--- config.mk ---
export PLATFORM = sky130hd
export DESIGN_NAME = pcm_frame_mix_gain_fade_flat
export DESIGN_NICKNAME = d
export VERILOG_FILES = /design/src/hw/rtl/pfm_pkg.sv /design/src/hw/rtl/pfm_in_if.sv /design/src/hw/rtl/pfm_out_if.sv /design/src/hw/rtl/pfm_cfg_regs.sv /design/src/hw/rtl/pfm_muldiv.sv /design/src/hw/rtl/pcm_frame_mix_gain_fade.sv /design/src/flat_wrapper.sv
export SDC_FILE = /design/constraint.sdc
export NUM_CORES = 1
export LEC_CHECK = 0
export ABC_CLOCK_PERIOD_IN_PS = 6300
export BUFFER_PORTS_ARGS = -buffer_cell sky130_fd_sc_hd__buf_2
export CELL_PAD_IN_SITES_DETAIL_PLACEMENT = 1
export CELL_PAD_IN_SITES_GLOBAL_PLACEMENT = 1
export CORE_MARGIN = 5
export CORE_UTILIZATION = 45
export CTS_BUF_LIST = sky130_fd_sc_hd__clkbuf_4
export CTS_CLUSTER_SIZE = 14
export DETAILED_ROUTE_END_ITERATION = 12
export GPL_TIMING_DRIVEN = 0
export PLACE_DENSITY = 0.87
export SYNTH_ARGS = -nofsm -noshare
export SYNTH_HDL_FRONTEND = slang
export SYNTH_SLANG_ARGS = --single-unit
--- constraint.sdc ---
create_clock -name i_clk -period 6.3 [get_ports i_clk]
set_input_delay 0 -clock i_clk [delete_from_list [all_inputs] [get_ports i_clk]]
set_output_delay 0 -clock i_clk [all_outputs]
set_load 0.01 [all_outputs]
--- src/hw/rtl/pfm_pkg.sv ---
// Package for the PCM frame mixer: config struct, shared-unit request and
// response structs, state enums and arithmetic constants.
// No dependencies.
`default_nettype none

package pfm_pkg;

    localparam int unsigned ADDR_W = 5;

    localparam logic [15:0] GAIN_FULL    = 16'd32767;
    localparam logic [15:0] PERCENT_FULL = 16'd100;
    localparam logic [6:0]  VOL_FULL     = 7'd100;
    localparam logic [15:0] FADE_MS      = 16'd45;
    localparam logic [15:0] MS_PER_SEC   = 16'd1000;
    localparam logic [11:0] FADE_MIN     = 12'd32;

    typedef enum logic [2:0] {
        REG_SIXTEEN_BIT = 3'd0,
        REG_STEREO      = 3'd1,
        REG_VOLUME      = 3'd2,
        REG_SAMPLE_RATE = 3'd3,
        REG_DATA_BYTES  = 3'd4
    } t_reg_idx;

    typedef struct packed {
        logic        sixteen_bit;
        logic        stereo;
        logic [6:0]  volume_percent;
        logic [15:0] sample_rate;
        logic [31:0] data_bytes;
    } t_cfg;

    typedef struct packed {
        logic        start;
        logic [16:0] a_mag;
        logic        a_neg;
        logic [15:0] mult;
        logic [15:0] divisor;
    } t_md_req;

    typedef struct packed {
        logic               done;
        logic signed [16:0] quotient;
    } t_md_rsp;

    typedef enum logic [1:0] {
        MD_IDLE,
        MD_MUL,
        MD_DIV,
        MD_DONE
    } t_md_state;

    typedef enum logic [2:0] {
        ST_IDLE,
        ST_GAIN,
        ST_FADE,
        ST_MIX,
        ST_FIN,
        ST_FOUT,
        ST_WAIT,
        ST_EMIT
    } t_seq_state;

endpackage

`default_nettype wire

--- src/hw/rtl/pfm_in_if.sv ---
// Input channel of the PCM frame mixer: valid/ready plus one raw frame.
// No dependencies.
`default_nettype none

interface pfm_in_if;
    logic        valid;
    logic        ready;
    logic        first_frame;
    logic [15:0] left_raw;
    logic [15:0] right_raw;

    modport source (output valid, output first_frame, output left_raw,
                    output right_raw, input ready);
    modport sink   (input valid, input first_frame, input left_raw,
                    input right_raw, output ready);
endinterface

`default_nettype wire

--- src/hw/rtl/pfm_out_if.sv ---
// Output channel of the PCM frame mixer: valid/ready plus one mono sample.
// No dependencies.
`default_nettype none

interface pfm_out_if;
    logic               valid;
    logic               ready;
    logic signed [15:0] sample_out;

    modport source (output valid, output sample_out, input ready);
    modport sink   (input valid, input sample_out, output ready);
endinterface

`default_nettype wire

--- src/hw/rtl/pfm_cfg_regs.sv ---
// APB-style configuration registers of the PCM frame mixer.
// Depends on pfm_pkg.
`default_nettype none

module pfm_cfg_regs (
    input  wire logic                       i_clk,
    input  wire logic                       i_rst_n,
    input  wire logic                       psel,
    input  wire logic                       penable,
    input  wire logic                       pwrite,
    input  wire logic [pfm_pkg::ADDR_W-1:0] paddr,
    input  wire logic [31:0]                pwdata,
    output logic      [31:0]                prdata,
    output logic                            pready,
    output pfm_pkg::t_cfg                   o_cfg,
    output logic                            o_cfg_wr
);
    import pfm_pkg::*;

    t_cfg       r_cfg;
    t_cfg       n_cfg;
    logic [2:0] idx;
    logic       wr_en;

    assign pready   = 1'b1;
    assign idx      = paddr[ADDR_W-1:2];
    assign wr_en    = psel & penable & pwrite & pready;
    assign o_cfg_wr = wr_en;
    assign o_cfg    = r_cfg;

    always_comb begin
        n_cfg = r_cfg;
        if (wr_en) begin
            unique case (idx)
                REG_SIXTEEN_BIT: n_cfg.sixteen_bit    = pwdata[0];
                REG_STEREO:      n_cfg.stereo         = pwdata[0];
                REG_VOLUME:      n_cfg.volume_percent = pwdata[6:0];
                REG_SAMPLE_RATE: n_cfg.sample_rate    = pwdata[15:0];
                REG_DATA_BYTES:  n_cfg.data_bytes     = pwdata;
                default:         n_cfg                = r_cfg;
            endcase
        end
    end

    always_comb begin
        unique case (idx)
            REG_SIXTEEN_BIT: prdata = {31'd0, r_cfg.sixteen_bit};
            REG_STEREO:      prdata = {31'd0, r_cfg.stereo};
            REG_VOLUME:      prdata = {25'd0, r_cfg.volume_percent};
            REG_SAMPLE_RATE: prdata = {16'd0, r_cfg.sample_rate};
            REG_DATA_BYTES:  prdata = r_cfg.data_bytes;
            default:         prdata = 32'd0;
        endcase
    end

    always_ff @(posedge i_clk) begin
        if (!i_rst_n) begin
            r_cfg.sixteen_bit    <= 1'b1;
            r_cfg.stereo         <= 1'b0;
            r_cfg.volume_percent <= VOL_FULL;
            r_cfg.sample_rate    <= 16'd44100;
            r_cfg.data_bytes     <= 32'd0;
        end else begin
            r_cfg <= n_cfg;
        end
    end

endmodule

`default_nettype wire

--- src/hw/rtl/pfm_muldiv.sv ---
// Shared multiply-divide unit: |a| * m / d truncated toward zero, sign applied,
// a registered multiply step, then two restoring divide steps per cycle.
// Depends on pfm_pkg.
`default_nettype none

module pfm_muldiv (
    input  wire logic             i_clk,
    input  wire logic             i_rst_n,
    input  wire pfm_pkg::t_md_req i_req,
    output pfm_pkg::t_md_rsp      o_rsp
);
    import pfm_pkg::*;

    t_md_state   r_state, n_state;
    logic [16:0] r_a, n_a;
    logic        r_neg, n_neg;
    logic [15:0] r_m, n_m;
    logic [15:0] r_d, n_d;
    logic [15:0] r_rem, n_rem;
    logic [15:0] r_quo, n_quo;
    logic [2:0]  r_cnt, n_cnt;
    logic [32:0] prod;
    logic [16:0] step1;
    logic [16:0] step2;
    logic [16:0] quo_ext;

    function automatic logic [16:0] div_step(input logic [15:0] rem,
                                             input logic        bit_in,
                                             input logic [15:0] d);
        logic [16:0] t;
        logic [16:0] diff;
        t    = {rem, bit_in};
        diff = t - {1'b0, d};
        if (t >= {1'b0, d}) begin
            return {1'b1, diff[15:0]};
        end else begin
            return {1'b0, t[15:0]};
        end
    endfunction

    assign prod  = {16'd0, r_a} * {17'd0, r_m};
    assign step1 = div_step(r_rem, r_quo[15], r_d);
    assign step2 = div_step(step1[15:0], r_quo[14], r_d);

    always_comb begin
        n_state = r_state;
        unique case (r_state)
            MD_IDLE: if (i_req.start) n_state = MD_MUL;
            MD_MUL:  n_state = MD_DIV;
            MD_DIV:  if (r_cnt == 3'd0) n_state = MD_DONE;
            MD_DONE: n_state = MD_IDLE;
            default: n_state = MD_IDLE;
        endcase
    end

    always_comb begin
        n_a   = r_a;
        n_neg = r_neg;
        n_m   = r_m;
        n_d   = r_d;
        n_rem = r_rem;
        n_quo = r_quo;
        n_cnt = r_cnt;
        unique case (r_state)
            MD_IDLE: begin
                if (i_req.start) begin
                    n_a   = i_req.a_mag;
                    n_neg = i_req.a_neg;
                    n_m   = i_req.mult;
                    n_d   = i_req.divisor;
                end
            end
            MD_MUL: begin
                n_rem = prod[31:16];
                n_quo = prod[15:0];
                n_cnt = 3'd7;
            end
            MD_DIV: begin
                n_rem = step2[15:0];
                n_quo = {r_quo[13:0], step1[16], step2[16]};
                n_cnt = r_cnt - 3'd1;
            end
            default: begin
                n_cnt = r_cnt;
            end
        endcase
    end

    assign quo_ext        = {1'b0, r_quo};
    assign o_rsp.done     = (r_state == MD_DONE);
    assign o_rsp.quotient = r_neg ? -$signed(quo_ext) : $signed(quo_ext);

    always_ff @(posedge i_clk) begin
        if (!i_rst_n) begin
            r_state <= MD_IDLE;
            r_cnt   <= 3'd0;
        end else begin
            r_state <= n_state;
            r_cnt   <= n_cnt;
        end
    end

    always_ff @(posedge i_clk) begin
        r_a   <= n_a;
        r_neg <= n_neg;
        r_m   <= n_m;
        r_d   <= n_d;
        r_rem <= n_rem;
        r_quo <= n_quo;
    end

endmodule

`default_nettype wire

--- src/hw/rtl/pcm_frame_mix_gain_fade.sv ---
// Sequencing: the gain and fade length are recomputed on the shared multiply-divide unit
//   on the first request after reset or a config write, before the frame is mixed.
// Requests: one at a time; the input is ready only while idle. Each frame needs up to three
//   multiply-divide ops (gain, fade-in, fade-out), five if gain and fade are recomputed.
// Reset: synchronous active-low; clears frame count, sequencer and output valid,
//   config registers return to their defaults.
`default_nettype none

module pcm_frame_mix_gain_fade (
    input  wire logic                       i_clk,
    input  wire logic                       i_rst_n,
    pfm_in_if.sink                          i_in,
    pfm_out_if.source                       o_out,
    input  wire logic                       psel,
    input  wire logic                       penable,
    input  wire logic                       pwrite,
    input  wire logic [pfm_pkg::ADDR_W-1:0] paddr,
    input  wire logic [31:0]                pwdata,
    output logic      [31:0]                prdata,
    output logic                            pready
);
    import pfm_pkg::*;

    t_cfg               cfg;
    logic               cfg_wr;
    t_md_req            md_req;
    t_md_rsp            md_rsp;

    t_seq_state         r_state, n_state;
    t_seq_state         r_ret, n_ret;
    logic [31:0]        r_frame_count, n_frame_count;
    logic [31:0]        r_pos, n_pos;
    logic signed [16:0] r_s, n_s;
    logic [14:0]        r_gain, n_gain;
    logic [11:0]        r_fade, n_fade;
    logic               r_derived_ok, n_derived_ok;
    logic               r_ovalid, n_ovalid;
    logic signed [15:0] r_out, n_out;

    logic               in_acc;
    logic               out_acc;
    logic signed [15:0] left_s;
    logic signed [15:0] right_s;
    logic signed [16:0] sum;
    logic signed [16:0] sum_adj;
    logic [31:0]        total;
    logic [31:0]        fade_ext;
    logic [31:0]        tail;
    logic               fin_hit;
    logic               fout_hit;
    logic [16:0]        s_bits;
    logic               s_neg;
    logic [16:0]        s_mag;
    logic [6:0]         vol_sat;
    logic [11:0]        fade_q;
    logic signed [15:0] clamped;

    pfm_cfg_regs u_cfg (
        .i_clk    (i_clk),
        .i_rst_n  (i_rst_n),
        .psel     (psel),
        .penable  (penable),
        .pwrite   (pwrite),
        .paddr    (paddr),
        .pwdata   (pwdata),
        .prdata   (prdata),
        .pready   (pready),
        .o_cfg    (cfg),
        .o_cfg_wr (cfg_wr)
    );

    pfm_muldiv u_md (
        .i_clk   (i_clk),
        .i_rst_n (i_rst_n),
        .i_req   (md_req),
        .o_rsp   (md_rsp)
    );

    assign in_acc  = i_in.valid & i_in.ready;
    assign out_acc = o_out.valid & o_out.ready;

    assign left_s  = cfg.sixteen_bit ? $signed(i_in.left_raw)
                                     : $signed({~i_in.left_raw[7], i_in.left_raw[6:0], 8'h00});
    assign right_s = !cfg.stereo     ? left_s
                   : cfg.sixteen_bit ? $signed(i_in.right_raw)
                                     : $signed({~i_in.right_raw[7], i_in.right_raw[6:0], 8'h00});
    assign sum     = 17'(left_s) + 17'(right_s);
    assign sum_adj = sum + $signed({16'd0, sum[16]});

    always_comb begin
        unique case ({cfg.sixteen_bit, cfg.stereo})
            2'b00:   total = cfg.data_bytes;
            2'b11:   total = {2'b00, cfg.data_bytes[31:2]};
            default: total = {1'b0, cfg.data_bytes[31:1]};
        endcase
    end

    assign fade_ext = {20'd0, r_fade};
    assign tail     = total - r_pos;
    assign fin_hit  = r_pos < fade_ext;
    assign fout_hit = (total > r_pos) && (tail < fade_ext);
    assign s_bits   = r_s;
    assign s_neg    = r_s[16];
    assign s_mag    = s_neg ? (~s_bits + 17'd1) : s_bits;
    assign vol_sat  = (cfg.volume_percent > VOL_FULL) ? VOL_FULL : cfg.volume_percent;
    assign fade_q   = md_rsp.quotient[11:0];

    always_comb begin
        if (r_s > 17'sd32767) begin
            clamped = 16'sh7fff;
        end else if (r_s < -17'sd32768) begin
            clamped = 16'sh8000;
        end else begin
            clamped = r_s[15:0];
        end
    end

    assign i_in.ready       = (r_state == ST_IDLE);
    assign o_out.valid      = r_ovalid;
    assign o_out.sample_out = r_out;

    always_comb begin
        n_state = r_state;
        unique case (r_state)
            ST_IDLE: if (in_acc) n_state = r_derived_ok ? ST_MIX : ST_GAIN;
            ST_GAIN: n_state = ST_WAIT;
            ST_FADE: n_state = ST_WAIT;
            ST_MIX:  n_state = ST_WAIT;
            ST_FIN:  n_state = fin_hit ? ST_WAIT : ST_FOUT;
            ST_FOUT: n_state = fout_hit ? ST_WAIT : ST_EMIT;
            ST_WAIT: if (md_rsp.done) n_state = r_ret;
            ST_EMIT: if (!r_ovalid || o_out.ready) n_state = ST_IDLE;
            default: n_state = ST_IDLE;
        endcase
    end

    always_comb begin
        n_ret         = r_ret;
        n_frame_count = r_frame_count;
        n_pos         = r_pos;
        n_s           = r_s;
        n_gain        = r_gain;
        n_fade        = r_fade;
        n_derived_ok  = r_derived_ok;
        n_out         = r_out;
        n_ovalid      = out_acc ? 1'b0 : r_ovalid;
        md_req        = '0;
        unique case (r_state)
            ST_IDLE: begin
                if (in_acc) begin
                    n_pos         = i_in.first_frame ? 32'd0 : r_frame_count;
                    n_frame_count = n_pos + 32'd1;
                    n_s           = {sum_adj[16], sum_adj[16:1]};
                end
            end
            ST_GAIN: begin
                md_req.start   = 1'b1;
                md_req.a_mag   = {10'd0, vol_sat};
                md_req.mult    = GAIN_FULL;
                md_req.divisor = PERCENT_FULL;
                n_ret          = ST_FADE;
            end
            ST_FADE: begin
                md_req.start   = 1'b1;
                md_req.a_mag   = {1'b0, cfg.sample_rate};
                md_req.mult    = FADE_MS;
                md_req.divisor = MS_PER_SEC;
                n_ret          = ST_MIX;
            end
            ST_MIX: begin
                md_req.start   = 1'b1;
                md_req.a_mag   = s_mag;
                md_req.a_neg   = s_neg;
                md_req.mult    = {1'b0, r_gain};
                md_req.divisor = GAIN_FULL;
                n_ret          = ST_FIN;
            end
            ST_FIN: begin
                md_req.start   = fin_hit;
                md_req.a_mag   = s_mag;
                md_req.a_neg   = s_neg;
                md_req.mult    = {4'd0, r_pos[11:0]};
                md_req.divisor = {4'd0, r_fade};
                n_ret          = ST_FOUT;
            end
            ST_FOUT: begin
                md_req.start   = fout_hit;
                md_req.a_mag   = s_mag;
                md_req.a_neg   = s_neg;
                md_req.mult    = {4'd0, tail[11:0]};
                md_req.divisor = {4'd0, r_fade};
                n_ret          = ST_EMIT;
            end
            ST_WAIT: begin
                if (md_rsp.done) begin
                    unique case (r_ret)
                        ST_FADE: n_gain = md_rsp.quotient[14:0];
                        ST_MIX: begin
                            n_fade       = (fade_q < FADE_MIN) ? FADE_MIN : fade_q;
                            n_derived_ok = 1'b1;
                        end
                        default: n_s = md_rsp.quotient;
                    endcase
                end
            end
            ST_EMIT: begin
                if (!r_ovalid || o_out.ready) begin
                    n_out    = clamped;
                    n_ovalid = 1'b1;
                end
            end
            default: begin
                n_ret = r_ret;
            end
        endcase
        if (cfg_wr) begin
            n_derived_ok = 1'b0;
        end
    end

    always_ff @(posedge i_clk) begin
        if (!i_rst_n) begin
            r_state       <= ST_IDLE;
            r_ret         <= ST_IDLE;
            r_frame_count <= 32'd0;
            r_derived_ok  <= 1'b0;
            r_ovalid      <= 1'b0;
        end else begin
            r_state       <= n_state;
            r_ret         <= n_ret;
            r_frame_count <= n_frame_count;
            r_derived_ok  <= n_derived_ok;
            r_ovalid      <= n_ovalid;
        end
    end

    always_ff @(posedge i_clk) begin
        r_pos  <= n_pos;
        r_s    <= n_s;
        r_gain <= n_gain;
        r_fade <= n_fade;
        r_out  <= n_out;
    end

`ifndef SYNTHESIS
    a_busy_after_req: assert property (@(posedge i_clk) disable iff (!i_rst_n)
        in_acc |=> !i_in.ready)
        else $error("request accepted while a frame is in flight");

    a_done_in_wait: assert property (@(posedge i_clk) disable iff (!i_rst_n)
        md_rsp.done |-> (r_state == ST_WAIT))
        else $error("shared unit finished while sequencer not waiting");

    a_fade_floor: assert property (@(posedge i_clk) disable iff (!i_rst_n)
        r_derived_ok |-> (r_fade >= FADE_MIN))
        else $error("fade length below floor");

    a_first_restart: assert property (@(posedge i_clk) disable iff (!i_rst_n)
        (in_acc && i_in.first_frame) |=> (r_frame_count == 32'd1))
        else $error("first frame did not restart the frame count");
`endif

endmodule

`default_nettype wire
--- src/flat_wrapper.sv ---
// flat-port wrapper written by rule: the top's interface ports become plain ports
module pcm_frame_mix_gain_fade_flat import pfm_pkg::*;
  (i_clk, i_rst_n, psel, penable, pwrite, paddr, pwdata, prdata, pready, i_in_valid, i_in_first_frame, i_in_left_raw, i_in_right_raw, i_in_ready, o_out_valid, o_out_sample_out, o_out_ready);
  pfm_in_if i_in_i ();
  pfm_out_if o_out_i ();
  input  wire logic i_clk;
  input  wire logic i_rst_n;
  input  wire logic psel;
  input  wire logic penable;
  input  wire logic pwrite;
  input  wire logic [pfm_pkg::ADDR_W-1:0] paddr;
  input  wire logic [31:0] pwdata;
  output logic      [31:0] prdata;
  output logic pready;
  input wire logic [$bits(i_in_i.valid)-1:0] i_in_valid;
  input wire logic [$bits(i_in_i.first_frame)-1:0] i_in_first_frame;
  input wire logic [$bits(i_in_i.left_raw)-1:0] i_in_left_raw;
  input wire logic [$bits(i_in_i.right_raw)-1:0] i_in_right_raw;
  output wire logic [$bits(i_in_i.ready)-1:0] i_in_ready;
  output wire logic [$bits(o_out_i.valid)-1:0] o_out_valid;
  output wire logic [$bits(o_out_i.sample_out)-1:0] o_out_sample_out;
  input wire logic [$bits(o_out_i.ready)-1:0] o_out_ready;
  assign i_in_i.valid = i_in_valid;
  assign i_in_i.first_frame = i_in_first_frame;
  assign i_in_i.left_raw = i_in_left_raw;
  assign i_in_i.right_raw = i_in_right_raw;
  assign i_in_ready = i_in_i.ready;
  assign o_out_valid = o_out_i.valid;
  assign o_out_sample_out = o_out_i.sample_out;
  assign o_out_i.ready = o_out_ready;
  pcm_frame_mix_gain_fade u_core (.i_clk(i_clk), .i_rst_n(i_rst_n), .i_in(i_in_i), .o_out(o_out_i), .psel(psel), .penable(penable), .pwrite(pwrite), .paddr(paddr), .pwdata(pwdata), .prdata(prdata), .pready(pready));
endmodule
==> results of run 1 <==
==> per-layer routing <==
| layer | wire, um | share of wire |
|---|---|---|
| met5 | 111 | 0.00089 |
| met1 | 42700 | 0.34 |
| met4 | 11900 | 0.095 |
| met2 | 58300 | 0.47 |
| met3 | 12300 | 0.098 |
==> stage by stage <==
stage | cell area, um^2 | setup TNS, ps | util | hold slack (ps) | cells
detailed placement | 28900 | -97520 | 0.481 | 246 | 4098
floorplan | 27300 | 0 | - | 124 | 3192
global route | 32700 | -9200 | 0.543 | 62.6 | 4398
global placement | 28900 | -92150 | 0.480 | 239 | 4096
finish | 32700 | -8900 | 0.544 | 37.0 | 4405
CTS | 31700 | -595 | 0.528 | 7.74 | 4352
==> flip-flops by register name, indices dropped and copies added, names as in the netlist, 16 cells and up <==
signal	count
u_core.u_md.r_quo	16
u_core.r_frame_count	32
u_core.r_pos	32
u_core.u_md.r_rem	16
u_core.u_md.r_a	17
u_core.r_s	17
u_core.o_out.sample_out	16
u_core.u_cfg.o_cfg	57
==> worst max path at each step <==
stage | startpoint | to | cells after the start
2_1_floorplan | u_core.u_md.r_a[9] | u_core.u_md.r_rem[14] | 22
5_1_grt | u_core.u_md.r_a[8] | u_core.u_md.r_rem[15] | 26
3_5_place_dp | u_core.u_cfg.o_cfg[55] | u_core.u_md.r_a[2] | 23
6_report | u_core.u_md.r_a[8] | u_core.u_md.r_rem[13] | 26
4_1_cts | u_core.u_md.r_m[6] | u_core.u_md.r_rem[15] | 22
3_3_place_gp | u_core.u_cfg.o_cfg[55] | u_core.u_md.r_d[10] | 23
==> cells by family (layout without fill, tap and decap cells) <==
kind of cell	Yosys count	after routing	synth area share
AND/OR/NAND/NOR	1112	1112	0.193
AO/OA/AOI/OAI	659	663	0.152
buffers and inverters	515	934	0.0723
adder cells (fa/ha/maj)	422	422	0.248
flip-flops	272	272	0.262
XOR/XNOR	148	148	0.0476
multiplexers	63	63	0.0251
other	1	9	0.000138
==> cell type report <==
cell class | instances | area, um^2
tap | 782 | 978
clock buffer | 107 | 803
buffer | 138 | 762
inverter | 367 | 1380
sequential | 272 | 7150
antenna | 8 | 20.0
clock inverter | 11 | 125
fill | 7156 | 27400
multi-input combinational | 2409 | 19100
timing repair buffer | 311 | 2400
==> synthesized netlist by cell type, types with 6 or more instances <==
cell type,n
sky130_fd_sc_hd__and3_1,20
sky130_fd_sc_hd__nand3_1,63
sky130_fd_sc_hd__xnor2_1,107
sky130_fd_sc_hd__nor3_1,34
sky130_fd_sc_hd__a21boi_0,11
sky130_fd_sc_hd__a2111oi_0,6
sky130_fd_sc_hd__ha_1,225
sky130_fd_sc_hd__xor2_1,41
sky130_fd_sc_hd__or3_1,22
sky130_fd_sc_hd__nand2b_1,21
sky130_fd_sc_hd__a21o_1,34
sky130_fd_sc_hd__o21bai_1,6
sky130_fd_sc_hd__nor2_1,190
sky130_fd_sc_hd__mux2i_1,29
sky130_fd_sc_hd__a22o_1,13
sky130_fd_sc_hd__nand4_1,24
sky130_fd_sc_hd__a31oi_1,33
sky130_fd_sc_hd__mux2_2,33
sky130_fd_sc_hd__a211oi_1,24
sky130_fd_sc_hd__dfxtp_1,102
sky130_fd_sc_hd__o31ai_1,14
sky130_fd_sc_hd__a22oi_1,35
sky130_fd_sc_hd__clkbuf_1,133
sky130_fd_sc_hd__o22ai_1,15
sky130_fd_sc_hd__a21oi_1,180
sky130_fd_sc_hd__o21a_1,32
sky130_fd_sc_hd__edfxtp_1,170
sky130_fd_sc_hd__and4_1,6
sky130_fd_sc_hd__o21ai_0,178
sky130_fd_sc_hd__and2_1,165
sky130_fd_sc_hd__a211o_1,8
sky130_fd_sc_hd__fa_1,197
sky130_fd_sc_hd__nor2b_1,49
sky130_fd_sc_hd__nor4_1,14
sky130_fd_sc_hd__inv_1,365
sky130_fd_sc_hd__o211ai_1,12
sky130_fd_sc_hd__nand2_1,474
==> tightest hold or removal path, delay by kind of cell <==
| family | cells | cell delay, ps |
|---|---|---|
| compound gates | 1 | 60 |
| simple gates | 1 | 60 |
| buf+inv | 2 | 660 |
==> repair_timing <==
action                                  4_1_cts  5_1_grt
hold buffers                                 76        0
buffers inserted                             62       45
endpoints found under the hold margin        77        0
endpoints found under the setup margin       68       66
pin swaps                                    84      117
cloned                                        3        4
gates resized for setup                     182      174
==> results by group, run 1 <==
Drt
  • Detailed-routing iteration count for the pre-antenna-repair pass: 8
  • Post-route antenna net violation count: 0
  • Total DRC errors in the routed layout: 0
  • Wirelength per Cell: 28.5 um
  • Final routed wirelength across all metal layers: 125 mm
  • DR vias/cell: between 6 and 7
  • Total vias in the final route: between 20k and 30k
  • Drt first-iter violations: between 3k and 4k

Run
  • Max_cap viols: 3

Clock tree
  • TritonCTS sink count: 272
  • Inserted Clock Buffers: just over 70
  • Depth of the CTS H-tree: 3
  • CTS tree: built
  • Clock latency on the worst-skew pair: a little over 800 ps
  • Buffer type at the clock tree root: sky130_fd_sc_hd__clkbuf_4
  • Max Root-Sink Buffers: 3
  • Clock-pin slew on the worst setup and hold paths: around 80 ps

Worst setup path
  • CP required: ~6900 ps
  • CP Launch Type: flip-flop
  • Worst Reg-to-Reg Cells: 26
  • Delay of the slowest critical-path stage: 670 ps
  • Reg-to-reg critical path endpoint: u_core.u_md.r_rem[13]
  • Cell with the largest stage delay on the worst path: sky130_fd_sc_hd__fa_1
  • Worst path bufs/invs: 8
  • Type of element capturing the critical path: flip-flop
  • Critical-path maximum fanout: 10
  • Category of the critical setup timing path: reg -> reg
  • Worst path arrival time: 7690 ps
  • Worst R2R Setup Slack: -760 ps
  • Reg-to-reg startpoint: u_core.u_md.r_a[8]
  • Family of cells with the greatest summed delay on the critical path: adder cells

GRT
  • Aggregate global-route resource usage: 0.329
  • First-pass GRT wire length: 171 mm
  • GR Util met2: 0.560
  • Largest net degree at the start of global routing: 40
  • Met1 Resource Use GR: 0.372
  • GR met3 Demand/Resource: 0.0705
  • Total global routing overflow: 0
  • Antenna violations before repair: 12
  • Vias in the first global route: between 20k and 30k
  • Most congested layer reported by global routing: met2

Placed design
  • Number of buffers added on ports: about 120
  • Final weighted congestion in routability-driven placement: around 0.92
  • Total half-perimeter wirelength after legalization and detailed placement: between 70 and 80 mm
  • Pre-CTS setup slack: -1740 ps

Timing
  • Clock tree skew after final layout: about 90 ps
  • Worst setup margin: -761 ps
  • RSZ-0062 raised after global routing: true
  • Max Freq: ~140 MHz
  • Final Hold Violating Endpoints: 0
  • Final Critical Period: between 7000 and 8000 ps
  • Slew headroom: -0.344
  • Actual slew at the worst max-slew pin: between 1500 and 2000 ps
  • Number of max-slew violations in the final report: 22
  • Final worst-path cycle share: 1.12
  • Setup-failing EPs final: 17

Layout
  • Most frequent standard cell in the layout excluding fill and tap cells: sky130_fd_sc_hd__nand2_1
  • Layout overhead on the synthesized area: 19.9%
  • Post-layout net count: just over 4k
  • Most frequent cells in the layout: sky130_fd_sc_hd__nand2_1 (461), sky130_fd_sc_hd__inv_1 (324), sky130_fd_sc_hd__ha_1 (206)
  • Fraction of final layout cells sized beyond drive strength 1: 0.175

Yosys
  • Synthesized cell area: around 0.027 mm^2
  • Area contributors post-synth: sky130_fd_sc_hd__edfxtp_1 (19%), sky130_fd_sc_hd__fa_1 (14%), sky130_fd_sc_hd__ha_1 (10%)
  • Number of synthesized flops with an enable pin: 170
  • Synth Warn #: 0
  • Number of synthesized register bits: ~270
  • Largest area contributor in the netlist: sky130_fd_sc_hd__edfxtp_1
  • Proportion of netlist area held by the largest area contributor: 0.187
  • Syn_nets: around 3.7k
  • Number of cells produced by synthesis: about 3.2k
  • Share of synthesized area occupied by flip-flops and latches: 0.262
  • Synth Area per Inst: about 8.5 um^2
  • Number of distinct library cells after synthesis: between 80 and 90
  • Top_reg_cell synth: sky130_fd_sc_hd__edfxtp_1
  • Fraction of synthesis flops using an asynchronous set or reset pin: 0

Floorplanning
  • Effective utilization at floorplan: 0.453
  • Die area: 0.0656 mm^2
  • Die span in x: ~260 um
  • Die extent in y: ~260 um
  • I/O pin cnt: approximately 130
  • Area of the core: approximately 0.06 mm^2
  • Count of standard-cell rows: 90

Hold path
  • Worst Min Path Start: pwdata[15]
  • Worst hold path cell count: 4
  • Worst Hold Class: in -> reg
  • Capture endpoint of the worst hold path: u_core.u_cfg.o_cfg[15]

Outcome
  • Run status: finished, violations left
  • Violated checks: max-capacitance violations, max-slew violations, negative setup slack
Power of run 1 is not shown: default switching activity piles up to over one toggle a cycle in this logic, so the estimate is an artifact.
==> inputs of run 2 (changes only) <==
Settings changed: SKIP_LAST_GASP from default to 1.
==> results by group, run 2 (synthesis results as in run 1) <==
Outcome
  • Violated checks: max-capacitance violations, max-slew violations, negative setup slack
  • Run status: finished, violations left

Worst setup path
  • Delay of the slowest critical-path stage: 700 ps (+30 ps)
  • CP required: 6920 ps (about the same)
  • Category of the critical setup timing path: reg -> reg
  • Critical-path maximum fanout: 10 (unchanged)
  • Depth of the critical timing path with buffers and inverters included: 22 (-15%)
  • Reg-to-reg startpoint: u_core.u_md.r_a[9]
  • CP Launch Type: flip-flop
  • Worst R2R Setup Slack: -710 ps (+50 ps)
  • Type of element capturing the critical path: flip-flop
  • Critical path, cell by cell: buf_6, nand2_1, fa_1, fa_2, fa_2, inv_2, fa_2, fa_1, inv_2, fa_1, inv_2, ha_4, inv_2, o21ai_2, o211a_4, o221a_4, a211oi_4, a21oi_4, a211oi_2, nor3_2, mux2_4, a31oi_1
  • Worst Reg-to-Reg Cells: 22 (-15%)
  • Family of cells with the greatest summed delay on the critical path: adder cells
  • Top cell by count, worst path: sky130_fd_sc_hd__inv_2
  • Worst path arrival time: 7630 ps (-60 ps)
  • Worst path bufs/invs: 5 (-3)
  • Cell with the largest stage delay on the worst path: sky130_fd_sc_hd__fa_1
  • Reg-to-reg critical path endpoint: u_core.u_md.r_rem[14]
  • Capture point of the worst path: u_core.u_md.r_rem[14]
  • Source of the critical timing path: u_core.u_md.r_a[9]

Floorplanning
  • Die span in x: 256 um (unchanged)
  • Die area: 0.0656 mm^2 (unchanged)
  • Effective utilization at floorplan: 0.453 (unchanged)
  • Count of standard-cell rows: 90 (unchanged)
  • Area of the core: 0.0601 mm^2 (unchanged)
  • I/O pin cnt: 128 (unchanged)
  • Die extent in y: 256 um (unchanged)

Layout
  • Most frequent cells in the layout: sky130_fd_sc_hd__nand2_1 (460), sky130_fd_sc_hd__inv_1 (328), sky130_fd_sc_hd__ha_1 (208)
  • Post-layout net count: 4062 (-0.20%)
  • Final instance area: 0.0325 mm^2 (-0.56%)
  • Max reg flops: 57 (unchanged)
  • Layout overhead on the synthesized area: 19.3%
  • Most frequent standard cell in the layout excluding fill and tap cells: sky130_fd_sc_hd__nand2_1
  • Fraction of final layout cells sized beyond drive strength 1: 0.170 (-0.00460)
  • Util after Layout: 0.541 (-0.00302)

GRT
  • Vias in the first global route: 29.2k (unchanged)
  • Largest net degree at the start of global routing: 40 (unchanged)
  • Total global routing overflow: 0 (unchanged)
  • Aggregate global-route resource usage: 0.329 (about the same)
  • Antenna violations before repair: 7 (-5)
  • First-pass GRT wire length: 171 mm (about the same)

Timing
  • Actual slew at the worst max-slew pin: 1860 ps (-136 ps)
  • RSZ-0062 raised after global routing: true
  • Max Freq: 143 MHz (+0.72%)
  • Slew headroom: -0.253 (+0.0914)
  • Setup-failing EPs final: 18 (+1)
  • Worst-case hold slack: 32.6 ps (-4.40 ps)
  • Final Critical Period: 7010 ps (-50.4 ps)
  • Worst setup margin: -710 ps (+50.4 ps)
  • Final Hold Violating Endpoints: 0 (unchanged)
  • Clock tree skew after final layout: 80.4 ps (-7.42 ps)
  • Final worst-path cycle share: 1.11 (-0.00800)
  • Number of max-slew violations in the final report: 6 (-73%)

Drt
  • Total vias in the final route: 27.7k (-2.0%)
  • Drt first-iter violations: 2694 (-13%)
  • Total DRC errors in the routed layout: 0 (unchanged)
  • DR vias/cell: 6.31 (-1.7%)
  • Detailed-routing iteration count for the pre-antenna-repair pass: 8 (unchanged)
  • Post-route antenna net violation count: 0 (unchanged)
  • Final routed wirelength across all metal layers: 119 mm (-4.8%)
  • Wirelength per Cell: 27.2 um (-4.5%)

Clock tree
  • Max Root-Sink Buffers: 3 (unchanged)
  • Buffer type at the clock tree root: sky130_fd_sc_hd__clkbuf_4
  • Depth of the CTS H-tree: 3 (unchanged)
  • Clock-pin slew on the worst setup and hold paths: 100 ps (+20 ps)
  • Inserted Clock Buffers: 72 (unchanged)
  • TritonCTS sink count: 272 (unchanged)
  • Clock latency on the worst-skew pair: 810 ps (about the same)
  • CTS tree: built

Run
  • Max_cap viols: 1 (-2)

Placed design
  • Final weighted congestion in routability-driven placement: 0.920 (unchanged)
  • Placed cell area: 0.0289 mm^2 (unchanged)
  • Total half-perimeter wirelength after legalization and detailed placement: 73.8 mm (unchanged)
  • Pre-CTS setup slack: -1740 ps (unchanged)
  • Number of buffers added on ports: 122 (unchanged)

Hold path
  • Worst Hold Class: in -> reg
==> run 2: cell count changes in the layout (fill, tap and decap cells not counted), sizes merged <==
cell    previous run  this run
buf              259       252
clkbuf           221       220
diode              8         3
==> run 2: through the flow <==
step,std cells,TNS (ps)
finish,4392,-7780
global route,4390,-8420
CTS,4352,-597
detailed placement,4098,-97520
global placement,4096,-92150
floorplan,3192,0
==> run 2: what timing repair did <==
action / 4_1_cts / 5_1_grt
setup endpoints to repair: 68 / 66
buffers inserted: 62 / 39
cloned: 3 / 2
hold buffers: 76 / 0
hold endpoints to repair: 77 / 0
resized for setup: 181 / 152
pin swaps: 83 / 95
==> run 2: worst reg2reg max path, cell delays in order (launching register included) <==
cell and delay (ps):
sky130_fd_sc_hd__edfxtp_1 510, sky130_fd_sc_hd__buf_6 220, sky130_fd_sc_hd__nand2_1 230, sky130_fd_sc_hd__fa_1 700, sky130_fd_sc_hd__fa_2 510, sky130_fd_sc_hd__fa_2 600
sky130_fd_sc_hd__inv_2 40, sky130_fd_sc_hd__fa_2 450, sky130_fd_sc_hd__fa_1 580, sky130_fd_sc_hd__inv_2 50, sky130_fd_sc_hd__fa_1 550, sky130_fd_sc_hd__inv_2 70
sky130_fd_sc_hd__ha_4 310, sky130_fd_sc_hd__inv_2 70, sky130_fd_sc_hd__o21ai_2 290, sky130_fd_sc_hd__o211a_4 260, sky130_fd_sc_hd__o221a_4 210, sky130_fd_sc_hd__a211oi_4 60
sky130_fd_sc_hd__a21oi_4 240, sky130_fd_sc_hd__a211oi_2 120, sky130_fd_sc_hd__nor3_2 240, sky130_fd_sc_hd__mux2_4 330, sky130_fd_sc_hd__a31oi_1 160
==> run 2: metal layers <==
metal | track usage | part of all wire | wire [um] | vias up
met5 | 0 | 0.00059 | 71 | -
met4 | 0.219 | 0.090 | 10700 | 12
met3 | 0.0700 | 0.087 | 10400 | 708
met2 | 0.561 | 0.47 | 56500 | 1771
met1 | 0.372 | 0.35 | 41700 | 13600
li1 | - | - | - | 11600
==> run 2: how the worst min path moves through the flow <==
stage	startpoint	end	slack, ps	cells after the start
4_1_cts	pwdata[15]	u_core.u_cfg.o_cfg[15]	8	4
2_1_floorplan	pwdata[2]	u_core.u_cfg.o_cfg[34]	120	2
3_5_place_dp	pwdata[13]	u_core.u_cfg.o_cfg[45]	250	3
5_1_grt	pwdata[15]	u_core.u_cfg.o_cfg[15]	60	4
6_report	pwdata[15]	u_core.u_cfg.o_cfg[15]	30	4
3_3_place_gp	pwdata[13]	u_core.u_cfg.o_cfg[45]	240	3
==> run 2: layout make-up <==
class	count	area (um^2)
buffer	139	766
fill	7151	27600
antenna	3	7.51
timing repair buffer	302	2270
clock buffer	107	803
tap	782	978
inverter	367	1380
multi-input combinational	2409	19000
sequential	272	7150
clock inverter	11	125
Power of run 2 is left out for the same reason.
